**src/rtl/core/glo_ram.sv**
```systemverilog
// ----------------------------------------------------------------------------
// glo_ram
// generic single write port, single read port ram with registered read
// ----------------------------------------------------------------------------
module glo_ram #(
    parameter int WIDTH = 8,
    parameter int DEPTH = 256
) (
    input  logic                     aclk,
    input  logic                     wr_en,
    input  logic [$clog2(DEPTH)-1:0] wr_addr,
    input  logic [WIDTH-1:0]         wr_data,
    input  logic                     rd_en,
    input  logic [$clog2(DEPTH)-1:0] rd_addr,
    output logic [WIDTH-1:0]         rd_data
);

    logic [WIDTH-1:0] mem [DEPTH];
    logic [WIDTH-1:0] rd_data_reg;

    always_ff @(posedge aclk) begin
        if (wr_en) begin
            mem[wr_addr] <= wr_data;
        end
        if (rd_en) begin
            rd_data_reg <= mem[rd_addr];
        end
    end

    assign rd_data = rd_data_reg;

endmodule

```
**config.mk**
```make
export PLATFORM = sky130hd
export DESIGN_NAME = glo_ram
export DESIGN_NICKNAME = d
export VERILOG_FILES = /design/src/rtl/core/glo_ram.sv
export SDC_FILE = /design/constraint.sdc
export NUM_CORES = 2
export LEC_CHECK = 0
export BUFFER_PORTS_ARGS = -buffer_cell sky130_fd_sc_hd__clkbuf_2
export CORE_MARGIN = 3
export CORE_UTILIZATION = 43
export CTS_CLUSTER_DIAMETER = 80
export DETAILED_ROUTE_END_ITERATION = 6
export SETUP_SLACK_MARGIN = 0.15
export SLEW_MARGIN = 20
export SYNTH_ARGS = -nofsm -noshare
export SYNTH_HDL_FRONTEND = slang
export SYNTH_SLANG_ARGS = --single-unit
```
**constraint.sdc**
```tcl
create_clock -name aclk -period 2.25 [get_ports aclk]
set_input_delay 0.1125 -clock aclk [delete_from_list [all_inputs] [get_ports aclk]]
set_output_delay 0.1125 -clock aclk [all_outputs]
set_load 0.05 [all_outputs]
```
Word-level counts from Yosys, hierarchy flattened
Memories as Yosys holds them, arrays and structs flattened. A register that Yosys moved wholly into a read port is not among the register bits.
Cells that the tools add are included.

operators by class
  muxes and demuxes = 2

operators by type and width
  kind    count
  $mux 1  2

word-level totals
  bits in registers = 0
  bits in writable memories = 2048
  output and inout bits = 8
  logic and storage cells = 3
  memories kept = 1

memory list
  memory  words  width  read ports  clocked after Yosys merged registers in  write ports  line  source
  mem     256    8      1           1                                        1            18    logic [WIDTH-1:0] mem [DEPTH];

Longest topological paths before layout
  word-level depth = 2
  depth in mapped cells = 11
  gate-level depth less buffers = 6

Worst setup path before layout
OpenSTA, ideal clock, no wires.

  kind = in2reg
  start = in rd_addr[0]
  end = reg rd_data_reg[2], in the netlist rd_data[2], read port of mem (data pin)
  data arrival time = 1.920 ns
  required time = 1.981 ns
  setup slack = 0.061 ns
  stages = 9
  buffers on the path = 4
  cell sequence = buf_6 -> buf_12 -> buf_8 -> buf_2 -> mux4_2 -> a22oi_1 -> a21oi_1 -> nor4_1 -> nor4_2

RTL lines
  element          line  source
  start, declared  14    input logic [$clog2(DEPTH)-1:0] rd_addr,
  end, declared    19    logic [WIDTH-1:0] rd_data_reg;

==> results.yml <==
timing:
  fin_crit_ns: 2.58
  max_freq_ghz: 0.387
  hold_viol: 0
  worst_clock_skew_ns: 0.0203
  finalMaxSlewViolations: 0
  tightest_slew_ns: 0.935
  fin_crit_sh: 1.15
  fin_ws_ns: -0.332
  max_slew_margin: 0.372
  rsz0062_at_grt: "yes"
  finalSetupViolations: 6
detailed_routing:
  drtIter0Drc: 4450
  ant_nets: 0
  avgRoutedWirePerCell_microns: 28.2
  drcViolationCount: 0
  first_pass_iters: 5
  routed_via_density: 5.73
  vias: 40800
  routed_wl_microns: 201000
yosys:
  synth-compound-area-share: 0.0342
  yosys.cell_types.count: 54
  synthXorXnorAreaFrac: 0
  syn-cell-area_sq_mm: 0.0796
  synthSimpleGateAreaFrac: 0.0263
  synth_warnings: 0
  muxShareOfSynthArea: 0.146
  ys.flop_type: "edfxtp_1"
  async_reset_ff_frac: 0
  synth_enable_flop_cells: 2056
  synth_fa_ha_area_frac: 0
  avgSynthCellArea_sq_um: 21.3
  synth_top_area_frac: 0.775
  ys_seq_area_frac: 0.775
  synthTopCellsByCount: "2056 x edfxtp_1, 454 x mux4_2, 282 x nor2_1"
  netlist_top_cells_area: "edfxtp_1 78%, mux4_2 13%, mux2i_1 1.7%"
  yosysMostFrequentCell: "edfxtp_1"
  syn_nets: 3760
  yosys.area.top_type: "edfxtp_1"
  netlist_instances: 3733
  synth_top_family_by_area: "multiplexers"
  ys_seq_elements: 2056
setup_path:
  r2r_setup_slack_ns: -0.33
  worstPathRequired_ns: 2.83
  timing.rr.end: "rd_data[0]"
  critPathArrivalTime_ns: 3.17
  end_kind: "register"
  startpoint: "mem[82][0]"
  startpoint_type: "register"
  crit_fanout: 1
  reg2reg_from: "mem[82][0]"
  cp-endpoint: "rd_data[0]"
  r2r_cells: 6
  path_class: "register to register"
clocking:
  root_buffer: "clkbuf_16"
  clock_path_buffers: 3
  htree_levels: 4
  cts_tree: "yes"
  cts_inserted_buffers: 204
  cts_setup_buffers: 0
  clk_latency_ns: 0.83
  clk_pin_slew_ns: 0.06
  cts.sinks: 2056
grt:
  overflow: 0
  track_usage: 0.212
  grt_max_degree: 99
  antenna_found_initial: 8
  grt_pass1_wl_microns: 294000
  grt_pass1_vias: 41700
min_path:
  hold_path_class: "input pin to register"
floorplanning:
  die_area_sq_mm: 0.190
  coreArea_sq_mm: 0.184
  rows: 157
  io_pins: 35
  initial_core_util: 0.434
  die_height_microns: 436
  die_w_microns: 436
run:
  cap_viol_max_count: 0
power:
  leakage_nw: 30.8
  power_mw: 79.6
  vdd_drop_max_mv: 0.814
  p_per_area_mw_per_mm2: 837
placement:
  dp_slack_ns: -1.14
  gp_congestion: 0.851
  dp_cells: 6727
  dpl.hpwl_microns: 131000
  io_buffers: 34
finish:
  nets: 4511
  multi_input_area_sq_mm: 0.0169
  n_fill_cell: 14400
  seqCellArea_sq_mm: 0.0617
  fin_cells: 7121
  drive_gt1_frac: 0.335
  areaGrowthSynthToFinish_pct: 19.4
  largest_reg_flops: 2048
outcome:
  outcome: "finished with violations"
  violations: "setup timing"
## critical path, cell delays in order (launching register included)
cell and delay (ns):
edfxtp_1 0.37, mux4_2 0.50, mux4_2 0.52, nor2b_4 0.16, nor4_4 0.50, buf_4 0.24, nor4_2 0.05
## placed cells by master, fill, tap and decap left out, types with 7 or more instances in the layout
cell / Yosys / final
a211oi_1: 16 / 8
a211oi_2: 0 / 8
a21oi_1: 96 / 96
a221oi_1: 13 / 8
a22o_1: 8 / 8
a22oi_1: 133 / 132
buf_12: 8 / 87
buf_4: 27 / 643
buf_8: 13 / 10
bufinv_16: 0 / 14
clkbuf_1: 111 / 45
clkbuf_16: 0 / 207
clkbuf_2: 0 / 22
clkinv_1: 1 / 61
clkinv_2: 0 / 37
dlygate4sd3_1: 0 / 15
edfxtp_1: 2056 / 2056
mux2i_1: 134 / 134
mux4_2: 454 / 455
nand2_1: 33 / 33
nand2b_1: 8 / 8
nand3_1: 34 / 34
nand4_1: 10 / 10
nor2_1: 282 / 277
nor2b_1: 31 / 26
nor3_1: 22 / 12
nor4_1: 24 / 10
nor4_2: 3 / 10
nor4_4: 0 / 7
o211ai_1: 10 / 10
o21ai_0: 10 / 10
o221ai_1: 46 / 44
o22ai_1: 28 / 28
## metrics by stage
step	cell area (sq um)	util	setup TNS, ns	hold WS (ns)
after floorplan	79700	-	0	0.211
final	95100	0.518	-0.995	0.0974
after global placement	88200	0.480	-7.95	0.508
after detailed placement	88200	0.480	-7.35	0.511
after CTS	95000	0.517	-1.08	0.0111
after global routing	95100	0.518	-1.29	0.0727
## power breakdown
part | internal (mW) | switching, mW
clock network | 18.4 | 14.2
logic | 1.90 | 2.75
registers | 42.2 | 0.0647
## worst min-delay path by stage
stage | from | to | depth (start not counted)
floorplan | wr_data[0] | mem[0][0] | 0
global placement | wr_data[7] | mem[81][7] | 1
detailed placement | wr_data[7] | mem[83][7] | 1
CTS | wr_addr[3] | mem[205][1] | 4
global route | wr_addr[3] | mem[204][3] | 4
finish | wr_addr[3] | mem[205][3] | 4
## metal layers
metal,share of wire,global-route usage,up-vias
met5,0,0,-
met4,0.025,0.0557,0
met3,0.066,0.0337,267
met2,0.49,0.345,1541
met1,0.42,0.300,21800
li1,-,-,17200
## layout make-up
cell class,count,share of cell area
Antenna cell,1,0.0000263
Clock buffer,252,0.0562
Clock inverter,126,0.0110
Inverter,2,0.0000789
Multi-Input combinational cell,1442,0.178
Sequential cell,2056,0.649
Tap cell,2464,0.0324
Timing Repair Buffer,778,0.0735
## cell families (layout without fill, tap and decap cells)
family	Yosys count	count (layout)
buf+inv	235	1158
simple gates	466	466
flops	2056	2056
compound gates	385	385
mux	591	591
other cells	0	1
## repair_timing
item,in CTS,in global routing
hold buffers,15,0
resized for setup,48,17
hold endpoints to repair,1661,0
pin swaps,17,12
setup endpoints to repair,8,8
No activity file was read; power rests on OpenSTA's default activity.
