<file path="src/rtl/core/glo_pkg.sv">
// ----------------------------------------------------------------------------
// glo_pkg
// shared types, widths and codes for the grid line obstacle check block
// ----------------------------------------------------------------------------
package glo_pkg;

    // grid size, a power of two so that index wrap is a plain truncation
    localparam int GRID_CELLS = 65536;
    localparam int ADDR_W     = $clog2(GRID_CELLS);
    localparam int EXT_W      = (ADDR_W > 17) ? ADDR_W : 17;

    localparam int CELL_W   = 8;
    localparam int FIELD_W  = 16;
    localparam int STRIDE_W = 17;
    // error term grows by at most 65535 per step over at most 65535 steps
    localparam int ERR_W    = 33;

    localparam logic ACT_WRITE = 1'b0;
    localparam logic ACT_CAST  = 1'b1;

    typedef enum logic [2:0] {
        WS_IDLE,
        WS_MAJOR,
        WS_TEST_A,
        WS_TEST_B,
        WS_DONE
    } walk_state_t;

    typedef struct packed {
        logic [FIELD_W-1:0] major_count;
        logic [FIELD_W-1:0] minor_count;
        logic [FIELD_W-1:0] initial_error;
        logic [ADDR_W-1:0]  major_off;
        logic [ADDR_W-1:0]  minor_off;
        logic [ADDR_W-1:0]  start_pos;
        logic [FIELD_W-1:0] max_steps;
    } cast_cmd_t;

    typedef struct packed {
        logic               hit;
        logic [FIELD_W-1:0] end_index;
    } cast_res_t;

    // unsigned 16-bit index to a grid address
    function automatic logic [ADDR_W-1:0] index_to_addr(input logic [FIELD_W-1:0] v);
        logic [EXT_W-1:0] t;
        t = EXT_W'(v);
        return t[ADDR_W-1:0];
    endfunction

    // signed stride to an offset modulo the grid size
    function automatic logic [ADDR_W-1:0] stride_to_off(input logic [STRIDE_W-1:0] v);
        logic [EXT_W-1:0] t;
        t = EXT_W'(signed'(v));
        return t[ADDR_W-1:0];
    endfunction

    // low 16 bits of a grid address
    function automatic logic [FIELD_W-1:0] addr_to_index(input logic [ADDR_W-1:0] a);
        logic [EXT_W-1:0] t;
        t = EXT_W'(a);
        return t[FIELD_W-1:0];
    endfunction

endpackage

</file>
<file path="src/rtl/core/glo_walker.sv">
// ----------------------------------------------------------------------------
// glo_walker
// line walk sequencer: steps the index and error term, reads each cell
// ----------------------------------------------------------------------------
module glo_walker
    import glo_pkg::*;
(
    input  logic              aclk,
    input  logic              aresetn,
    input  logic [CELL_W-1:0] occupied_value,
    input  logic              cmd_valid,
    output logic              cmd_ready,
    input  cast_cmd_t         cmd,
    output logic              res_valid,
    input  logic              res_ready,
    output cast_res_t         res,
    output logic              rd_en,
    output logic [ADDR_W-1:0] rd_addr,
    input  logic [CELL_W-1:0] rd_data
);

    walk_state_t state_reg, state_next;

    logic [ADDR_W-1:0]  pos_reg, pos_next;
    logic [ERR_W-1:0]   err_reg, err_next;
    logic [FIELD_W-1:0] cnt_reg, cnt_next;
    logic [FIELD_W-1:0] steps_reg, steps_next;
    logic [FIELD_W-1:0] major_reg, major_next;
    logic [FIELD_W-1:0] minor_reg, minor_next;
    logic [ADDR_W-1:0]  astep_reg, astep_next;
    logic [ADDR_W-1:0]  bstep_reg, bstep_next;
    logic               hit_reg, hit_next;

    logic [FIELD_W-1:0] cmd_steps;
    logic               hit_now;
    logic               err_ge;
    logic               last_step;

    assign cmd_steps = (cmd.max_steps < cmd.major_count) ? cmd.max_steps : cmd.major_count;
    assign hit_now   = (rd_data == occupied_value);
    assign err_ge    = (err_reg >= ERR_W'(major_reg));
    assign last_step = ((cnt_reg + 16'd1) == steps_reg);

    // next state
    always_comb begin
        state_next = state_reg;
        unique case (state_reg)
            WS_IDLE: begin
                if (cmd_valid) begin
                    state_next = (cmd_steps == '0) ? WS_DONE : WS_MAJOR;
                end
            end
            WS_MAJOR: begin
                state_next = WS_TEST_A;
            end
            WS_TEST_A: begin
                if (hit_now) begin
                    state_next = WS_DONE;
                end else if (err_ge) begin
                    state_next = WS_TEST_B;
                end else if (last_step) begin
                    state_next = WS_DONE;
                end else begin
                    state_next = WS_MAJOR;
                end
            end
            WS_TEST_B: begin
                state_next = (hit_now || last_step) ? WS_DONE : WS_MAJOR;
            end
            WS_DONE: begin
                if (res_ready) begin
                    state_next = WS_IDLE;
                end
            end
            default: state_next = WS_IDLE;
        endcase
    end

    // datapath and outputs
    always_comb begin
        pos_next   = pos_reg;
        err_next   = err_reg;
        cnt_next   = cnt_reg;
        steps_next = steps_reg;
        major_next = major_reg;
        minor_next = minor_reg;
        astep_next = astep_reg;
        bstep_next = bstep_reg;
        hit_next   = hit_reg;
        rd_en      = 1'b0;
        rd_addr    = pos_reg;
        unique case (state_reg)
            WS_IDLE: begin
                if (cmd_valid) begin
                    pos_next   = cmd.start_pos;
                    err_next   = ERR_W'(cmd.initial_error);
                    cnt_next   = '0;
                    steps_next = cmd_steps;
                    major_next = cmd.major_count;
                    minor_next = cmd.minor_count;
                    astep_next = cmd.major_off;
                    bstep_next = cmd.minor_off;
                    hit_next   = 1'b0;
                end
            end
            WS_MAJOR: begin
                pos_next = pos_reg + astep_reg;
                err_next = err_reg + ERR_W'(minor_reg);
                rd_en    = 1'b1;
                rd_addr  = pos_next;
            end
            WS_TEST_A: begin
                if (hit_now) begin
                    hit_next = 1'b1;
                end else if (err_ge) begin
                    pos_next = pos_reg + bstep_reg;
                    err_next = err_reg - ERR_W'(major_reg);
                    rd_en    = 1'b1;
                    rd_addr  = pos_next;
                end else begin
                    cnt_next = cnt_reg + 16'd1;
                end
            end
            WS_TEST_B: begin
                if (hit_now) begin
                    hit_next = 1'b1;
                end else begin
                    cnt_next = cnt_reg + 16'd1;
                end
            end
            WS_DONE: begin
            end
            default: begin
            end
        endcase
    end

    always_ff @(posedge aclk) begin
        if (!aresetn) begin
            state_reg <= WS_IDLE;
        end else begin
            state_reg <= state_next;
        end
    end

    always_ff @(posedge aclk) begin
        pos_reg   <= pos_next;
        err_reg   <= err_next;
        cnt_reg   <= cnt_next;
        steps_reg <= steps_next;
        major_reg <= major_next;
        minor_reg <= minor_next;
        astep_reg <= astep_next;
        bstep_reg <= bstep_next;
        hit_reg   <= hit_next;
    end

    assign cmd_ready     = (state_reg == WS_IDLE);
    assign res_valid     = (state_reg == WS_DONE);
    assign res.hit       = hit_reg;
    assign res.end_index = addr_to_index(pos_reg);

`ifndef NO_ASSERTIONS
    a_zero_len_miss: assert property (@(posedge aclk) disable iff (!aresetn)
        (cmd_valid && cmd_ready && (cmd_steps == '0)) |=> (res_valid && !res.hit))
        else $error("zero length cast did not finish as a miss");

    a_cnt_in_range: assert property (@(posedge aclk) disable iff (!aresetn)
        ((state_reg == WS_MAJOR) || (state_reg == WS_TEST_A) || (state_reg == WS_TEST_B))
        |-> (cnt_reg < steps_reg))
        else $error("step count ran past the step limit");

    a_hit_reported: assert property (@(posedge aclk) disable iff (!aresetn)
        (((state_reg == WS_TEST_A) || (state_reg == WS_TEST_B)) && hit_now)
        |=> (res_valid && res.hit && (pos_reg == $past(pos_reg))))
        else $error("occupied cell not reported at the tested index");

    a_idle_no_result: assert property (@(posedge aclk) disable iff (!aresetn)
        cmd_ready |-> !res_valid)
        else $error("result offered while idle");
`endif

endmodule
</file>
<file path="config.mk">
export PLATFORM = sky130hd
export DESIGN_NAME = glo_walker
export DESIGN_NICKNAME = d
export VERILOG_FILES = /design/src/rtl/core/glo_pkg.sv /design/src/rtl/core/glo_walker.sv
export SDC_FILE = /design/constraint.sdc
export NUM_CORES = 1
export LEC_CHECK = 0
export BUFFER_PORTS_ARGS = -buffer_cell sky130_fd_sc_hd__buf_2
export CAP_MARGIN = 20
export CORE_ASPECT_RATIO = 0.6
export CORE_UTILIZATION = 60
export CTS_BUF_LIST = sky130_fd_sc_hd__clkbuf_4
export DETAILED_ROUTE_END_ITERATION = 10
export PLACE_DENSITY = 0.83
export SYNTH_ARGS = -nofsm -noshare
export SYNTH_HDL_FRONTEND = slang
export SYNTH_SLANG_ARGS = --single-unit
export TNS_END_PERCENT = 10
</file>
<file path="constraint.sdc">
create_clock -name aclk -period 11.8 [get_ports aclk]
set_input_delay 1.77 -clock aclk [delete_from_list [all_inputs] [get_ports aclk]]
set_output_delay 1.77 -clock aclk [all_outputs]
set_load 0.02 [all_outputs]
</file>
### After elaboration in Yosys (flattened, before gate mapping)

Cells that the tools add are included.

* logic and storage cells: 72
* bits of input ports: 132
* bits in registers: 149
* output and inout port bits: 36

* mux-type cells: 29
* equal/unequal tests: 13
* order comparisons: 2
* add/sub/neg operators: 5
* reduce and logical (&&, ||, !) cells: 13

Operators by type and width (count)
* 16-bit two-way mux: 8
* 33-bit two-way mux: 3
* 33-bit one-hot mux with 3 select lines: 1
* 16-bit one-hot mux with 3 select lines: 2
* 33-bit by 16-bit adder with 33-bit output: 1
* 33-bit by 16-bit >= comparator with 1-bit output: 1
* 33-bit by 16-bit subtractor with 33-bit output: 1
* 16-bit adder: 2
* 16-bit one-hot mux with 2 select lines: 1
* 3-bit two-way mux: 7
* 16-bit by 1-bit adder with 16-bit output, second input constant: 1
* 16-bit equality test: 1
* 16-bit logical NOT: 1
* 16-bit < comparator: 1
* 3-bit one-hot mux with 5 select lines: 1
* 2-bit != test, second input constant: 5
* 8-bit equality test: 1
* 3-bit by 2-bit equality test with 1-bit output, second input constant: 2
* 2-bit AND reduction: 3
* 3-bit nonzero test: 2
* 5-bit AND reduction: 1
* 1-bit two-way mux: 4
* 2-bit by 1-bit != test with 1-bit output, second input constant: 2
* 1-bit one-hot mux with 2 select lines: 2
* 8 further kinds: 8

### Logic depth before layout (Yosys ltp)

* depth after elaboration: 6
* mapped depth: 12
* depth with buffers taken out: 11

### Worst setup path before layout

No wires, ideal clock.

* kind: input port to flip-flop
* from: input cmd_valid
* to: register err_reg[0], enable pin
* arrival: 4.782 ns
* stages: 3
* library setup time: 0.427 ns
* buffers on the path: 0
* path slack: 6.591 ns
* required time: 11.373 ns
* path through: nor3_1 -> a211oi_1 -> nor2b_1

* word-level cells in the longest chain between the ends: 2

RTL lines
* start: declaration: line glo_walker.sv:11 `input logic cmd_valid,`
* 2-bit != test (no line)
* 4-bit AND reduction (no line)
* end signal: assignment: line glo_walker.sv:148 `err_reg <= err_next;`
* end: declaration: line glo_walker.sv:25 `logic [ERR_W-1:0] err_reg, err_next;`

Every way passes these cells.
A chain may end at the register's enable or synchronous reset.

### Worst setup path after layout

* from: register err_reg[1]
* to: output rd_addr[10]

* word-level cells in the longest chain between the ends: 4

RTL lines
* 33-bit by 16-bit >= comparator with 1-bit output: line glo_walker.sv:41 `assign err_ge = (err_reg >= ERR_W'(major_reg));`
* 16-bit two-way mux: line glo_walker.sv:115 `end else if (err_ge) begin`
* 16-bit two-way mux
* 16-bit one-hot mux with 2 select lines: line glo_walker.sv:92 `unique case (state_reg)`
* end: declaration: line glo_walker.sv:18 `output logic [ADDR_W-1:0] rd_addr,`

Every way passes these cells.

==> flow_metrics.env <==
export IMPL_status="completed"
export IMPL_met2_usage_pct=48.7
export IMPL_tritoncts="yes"
export IMPL_synth_area_mux_share_pct=1.17
export IMPL_start_kind="register"
export IMPL_path_class="register to output pin"
export IMPL_overflow=0
export IMPL_synth_seq_cells=149
export IMPL_cts_buffers=17
export IMPL_ant_nets=0
export IMPL_grt_busiest_layer="met1"
export IMPL_maxSlewViolCount=0
export IMPL_die_w_um=175
export IMPL_place_hpwl_um=22200
export IMPL_synth_edf_count=146
export IMPL_io_buffers=167
export IMPL_crit_fanout=15
export IMPL_yosys_top_cells_area="edfxtp_1 (41%), ha_1 (9.1%), xnor2_1 (3.8%), nand2_1 (3.4%), a21oi_1 (3.2%)"
export IMPL_largest_reg_flops=33
export IMPL_synth_top_family_by_area="compound AO/OA/AOI/OAI gates"
export IMPL_synth_top_flop_cell="edfxtp_1"
export IMPL_post_route_min_period_ns=6.02
export IMPL_viasPerCell=6.58
export IMPL_seq_area_frac_synth_pct=41.4
export IMPL_clk_pin_slew_ns=0.13
export IMPL_gp_congestion=0.957
export IMPL_worst_r2r_path_depth=11
export IMPL_slew_headroom_pct=39.2
export IMPL_synth_compound_area_share_pct=21.7
export IMPL_htreeDepth=4
export IMPL_r2r_setup_slack_ns=7.88
export IMPL_synth_fp_nets=1309
export IMPL_fin_crit_sh_pct=51.0
export IMPL_r2r_end="err_reg[28]"
export IMPL_yosysTopAreaCell="edfxtp_1"
export IMPL_hold_path_startpoint="err_reg[32]"
export IMPL_core_um2=17300
export IMPL_min_path_type="register to register"
export IMPL_syn_to_final_growth_pct=13.3
export IMPL_antenna_found_initial=0
export IMPL_cp_required_ns=10.03
export IMPL_io_pins=168
export IMPL_hold_buffers=0
export IMPL_synth_cell_types=80
export IMPL_rows=37
export IMPL_synth_simple_area_share_pct=15.0
export IMPL_finalSetupViolCount=0
export IMPL_grt_pass1_vias=9291
export IMPL_grt_max_degree=54
export IMPL_setup_ws_ns=5.78
export IMPL_multi_input_area_um2=5920
export IMPL_crit_slowest_cell="o31ai_1"
export IMPL_nFillCells=1350
export IMPL_cts_buffer_depth=2
export IMPL_clk_latency_ns=0.58
export IMPL_ir_worst_vdd_v=0.000100
export IMPL_max_stage_delay_ns=0.51
export IMPL_drive_above_1_share_pct=18.9
export IMPL_met1_usage_pct=50.0
export IMPL_min_to="err_reg[32]"
export IMPL_drc=0
export IMPL_clock_skew_ns=0.0297
export IMPL_cp_end_kind="output pin"
export IMPL_die_area_um2=18500
export IMPL_grt_use_met3_pct=5.99
export IMPL_min_path_cells=2
export IMPL_vias=9883
export IMPL_cts_setup_buffers=0
export IMPL_drt_total_wl_um=30200
export IMPL_power_leakage_nw=4.98
export IMPL_track_usage_pct=33.2
export IMPL_fmax_ghz=0.166
export IMPL_r2r_start="err_reg[0]"
export IMPL_clockRootBuffer="clkbuf_4"
export IMPL_avgSynthCellArea_um2=9.81
export IMPL_clock_sinks=149
export IMPL_drtPass1Iterations=7
export IMPL_grt_pass1_wl_um=47700
export IMPL_yosys_area_share_xor_xnor_pct=7.10
export IMPL_path_cells="ha_1, nor2b_1, o31a_1, o31ai_1, a2111o_1, or3b_4, nand2_4, mux2_1, a221o_1, buf_2"
export IMPL_drt_initial_drc_count=1254
export IMPL_worst_pin_slew_ns=0.908
export IMPL_synth_top_area_share_pct=40.8
export IMPL_nets=1468
export IMPL_power_density_nw_per_um2=196
export IMPL_synth_fa_ha_area_share_pct=9.84
export IMPL_synthCells=1095
export IMPL_post_cts_resized=0
export IMPL_detail_route_wl_per_cell_um=20.1
export IMPL_initial_utilization_pct=62.0
export IMPL_synthArstFlopShare_pct=0
export IMPL_dp_slack_ns=6.26
export IMPL_seq_area_um2=4440
export IMPL_maxCapViolCount=0
export IMPL_finalSetupTns_ns=0
export IMPL_die_y_um=106
export IMPL_rsz0062_at_grt="no"
export IMPL_antenna_cells=0
export IMPL_ys_warn_count=0
export IMPL_hold_violations=0
export IMPL_arrival_ns=4.25
export IMPL_netlist_area_um2=10700
==> placed cells by master (no fill, tap or decap), types with 10 or more instances in the layout <==
master,Yosys,layout
o211ai_1,28,28
ha_1,78,78
clkbuf_4,0,18
a21oi_1,69,69
nand3_1,23,23
and3_1,14,14
xor2_1,33,33
xnor2_1,46,46
nor2_1,70,68
inv_1,65,64
and2_1,10,10
o21ai_0,61,61
nor3_1,28,28
a211oi_1,14,13
a31oi_1,15,15
edfxtp_1,146,146
a221o_1,11,11
a21o_1,20,20
nand4_1,13,13
nand2b_1,13,12
nand2_1,97,97
buf_4,1,11
buf_2,1,167
nor4_1,21,21
==> Yosys cell counts (20+ instances only) <==
cell and instances:
o211ai_1 28, inv_1 65, nor2_1 70, nand2_1 97
nand3_1 23, xnor2_1 46, nor4_1 21, edfxtp_1 146
a21oi_1 69, o21ai_0 61, ha_1 78, a21o_1 20
nor3_1 28, xor2_1 33, clkbuf_1 33
==> report_power, final <==
| group | switching (W) | internal, W | total (W) |
|---|---|---|---|
| clock | 0.000200 | 0.000190 | 0.000390 |
| combinational | 0.000694 | 0.000458 | 0.00115 |
| sequential | 0.000122 | 0.000714 | 0.000837 |
| total | 0.00102 | 0.00136 | 0.00238 |
==> worst max-delay path by stage <==
stage | endpoint | slack (ns) | start
CTS | rd_addr[15] | 5.77 | err_reg[1]
floorplan | err_reg[0] | 6.59 | cmd_valid
finish | rd_addr[10] | 5.78 | err_reg[1]
global placement | rd_addr[10] | 6.29 | occupied_value[3]
detailed placement | rd_addr[10] | 6.26 | occupied_value[3]
global route | rd_addr[15] | 5.58 | err_reg[1]
==> critical path, delay by kind of cell, from the launching register on <==
family,cells,cell delay (ns)
and+or+nand+nor,3,0.85
buffers and inverters,1,0.16
DFF,1,0.50
muxes,1,0.38
AOI/OAI and AO/OA,4,1.45
adders and majority gates,1,0.34
==> per-stage QoR <==
stage | hold slack [ns] | total power, W | cell area (µm²) | std cells | util (%)
after floorplan | 0.561 | 0.00164 | 10700 | 1095 | -
after global placement | 0.600 | 0.00192 | 11800 | 1468 | 68.2
after detailed placement | 0.629 | 0.00195 | 11800 | 1468 | 68.2
after CTS | 0.659 | 0.00234 | 12200 | 1500 | 70.2
after global routing | 0.695 | 0.00251 | 12200 | 1501 | 70.2
final | 0.662 | 0.00238 | 12200 | 1501 | 70.2
==> area by class of cell <==
class	count	share of cell area (%)
Clock buffer	18	1.11
Sequential cell	149	36.5
Timing Repair Buffer	178	7.55
Multi-Input combinational cell	843	48.7
Inverter	65	2.02
Tap cell	234	2.41
Clock inverter	14	1.71
==> layer usage <==
metal  vias to the layer above  part of all wire, %
met4                         0                  1.8
met3                        73                   12
li1                       4519                    -
met2                       720                   42
met5                         -                    0
met1                      4571                   43
==> logic make-up (layout without fill, tap and decap cells) <==
kind of cell / after synthesis / in the layout
adders and majority gates: 82 / 82
buffers and inverters: 103 / 275
DFF: 149 / 149
and+or+nand+nor: 329 / 329
xor gates and xnor gates: 82 / 82
muxes: 12 / 12
AOI/OAI and AO/OA: 338 / 338
Power figures use the tool's default switching activity.
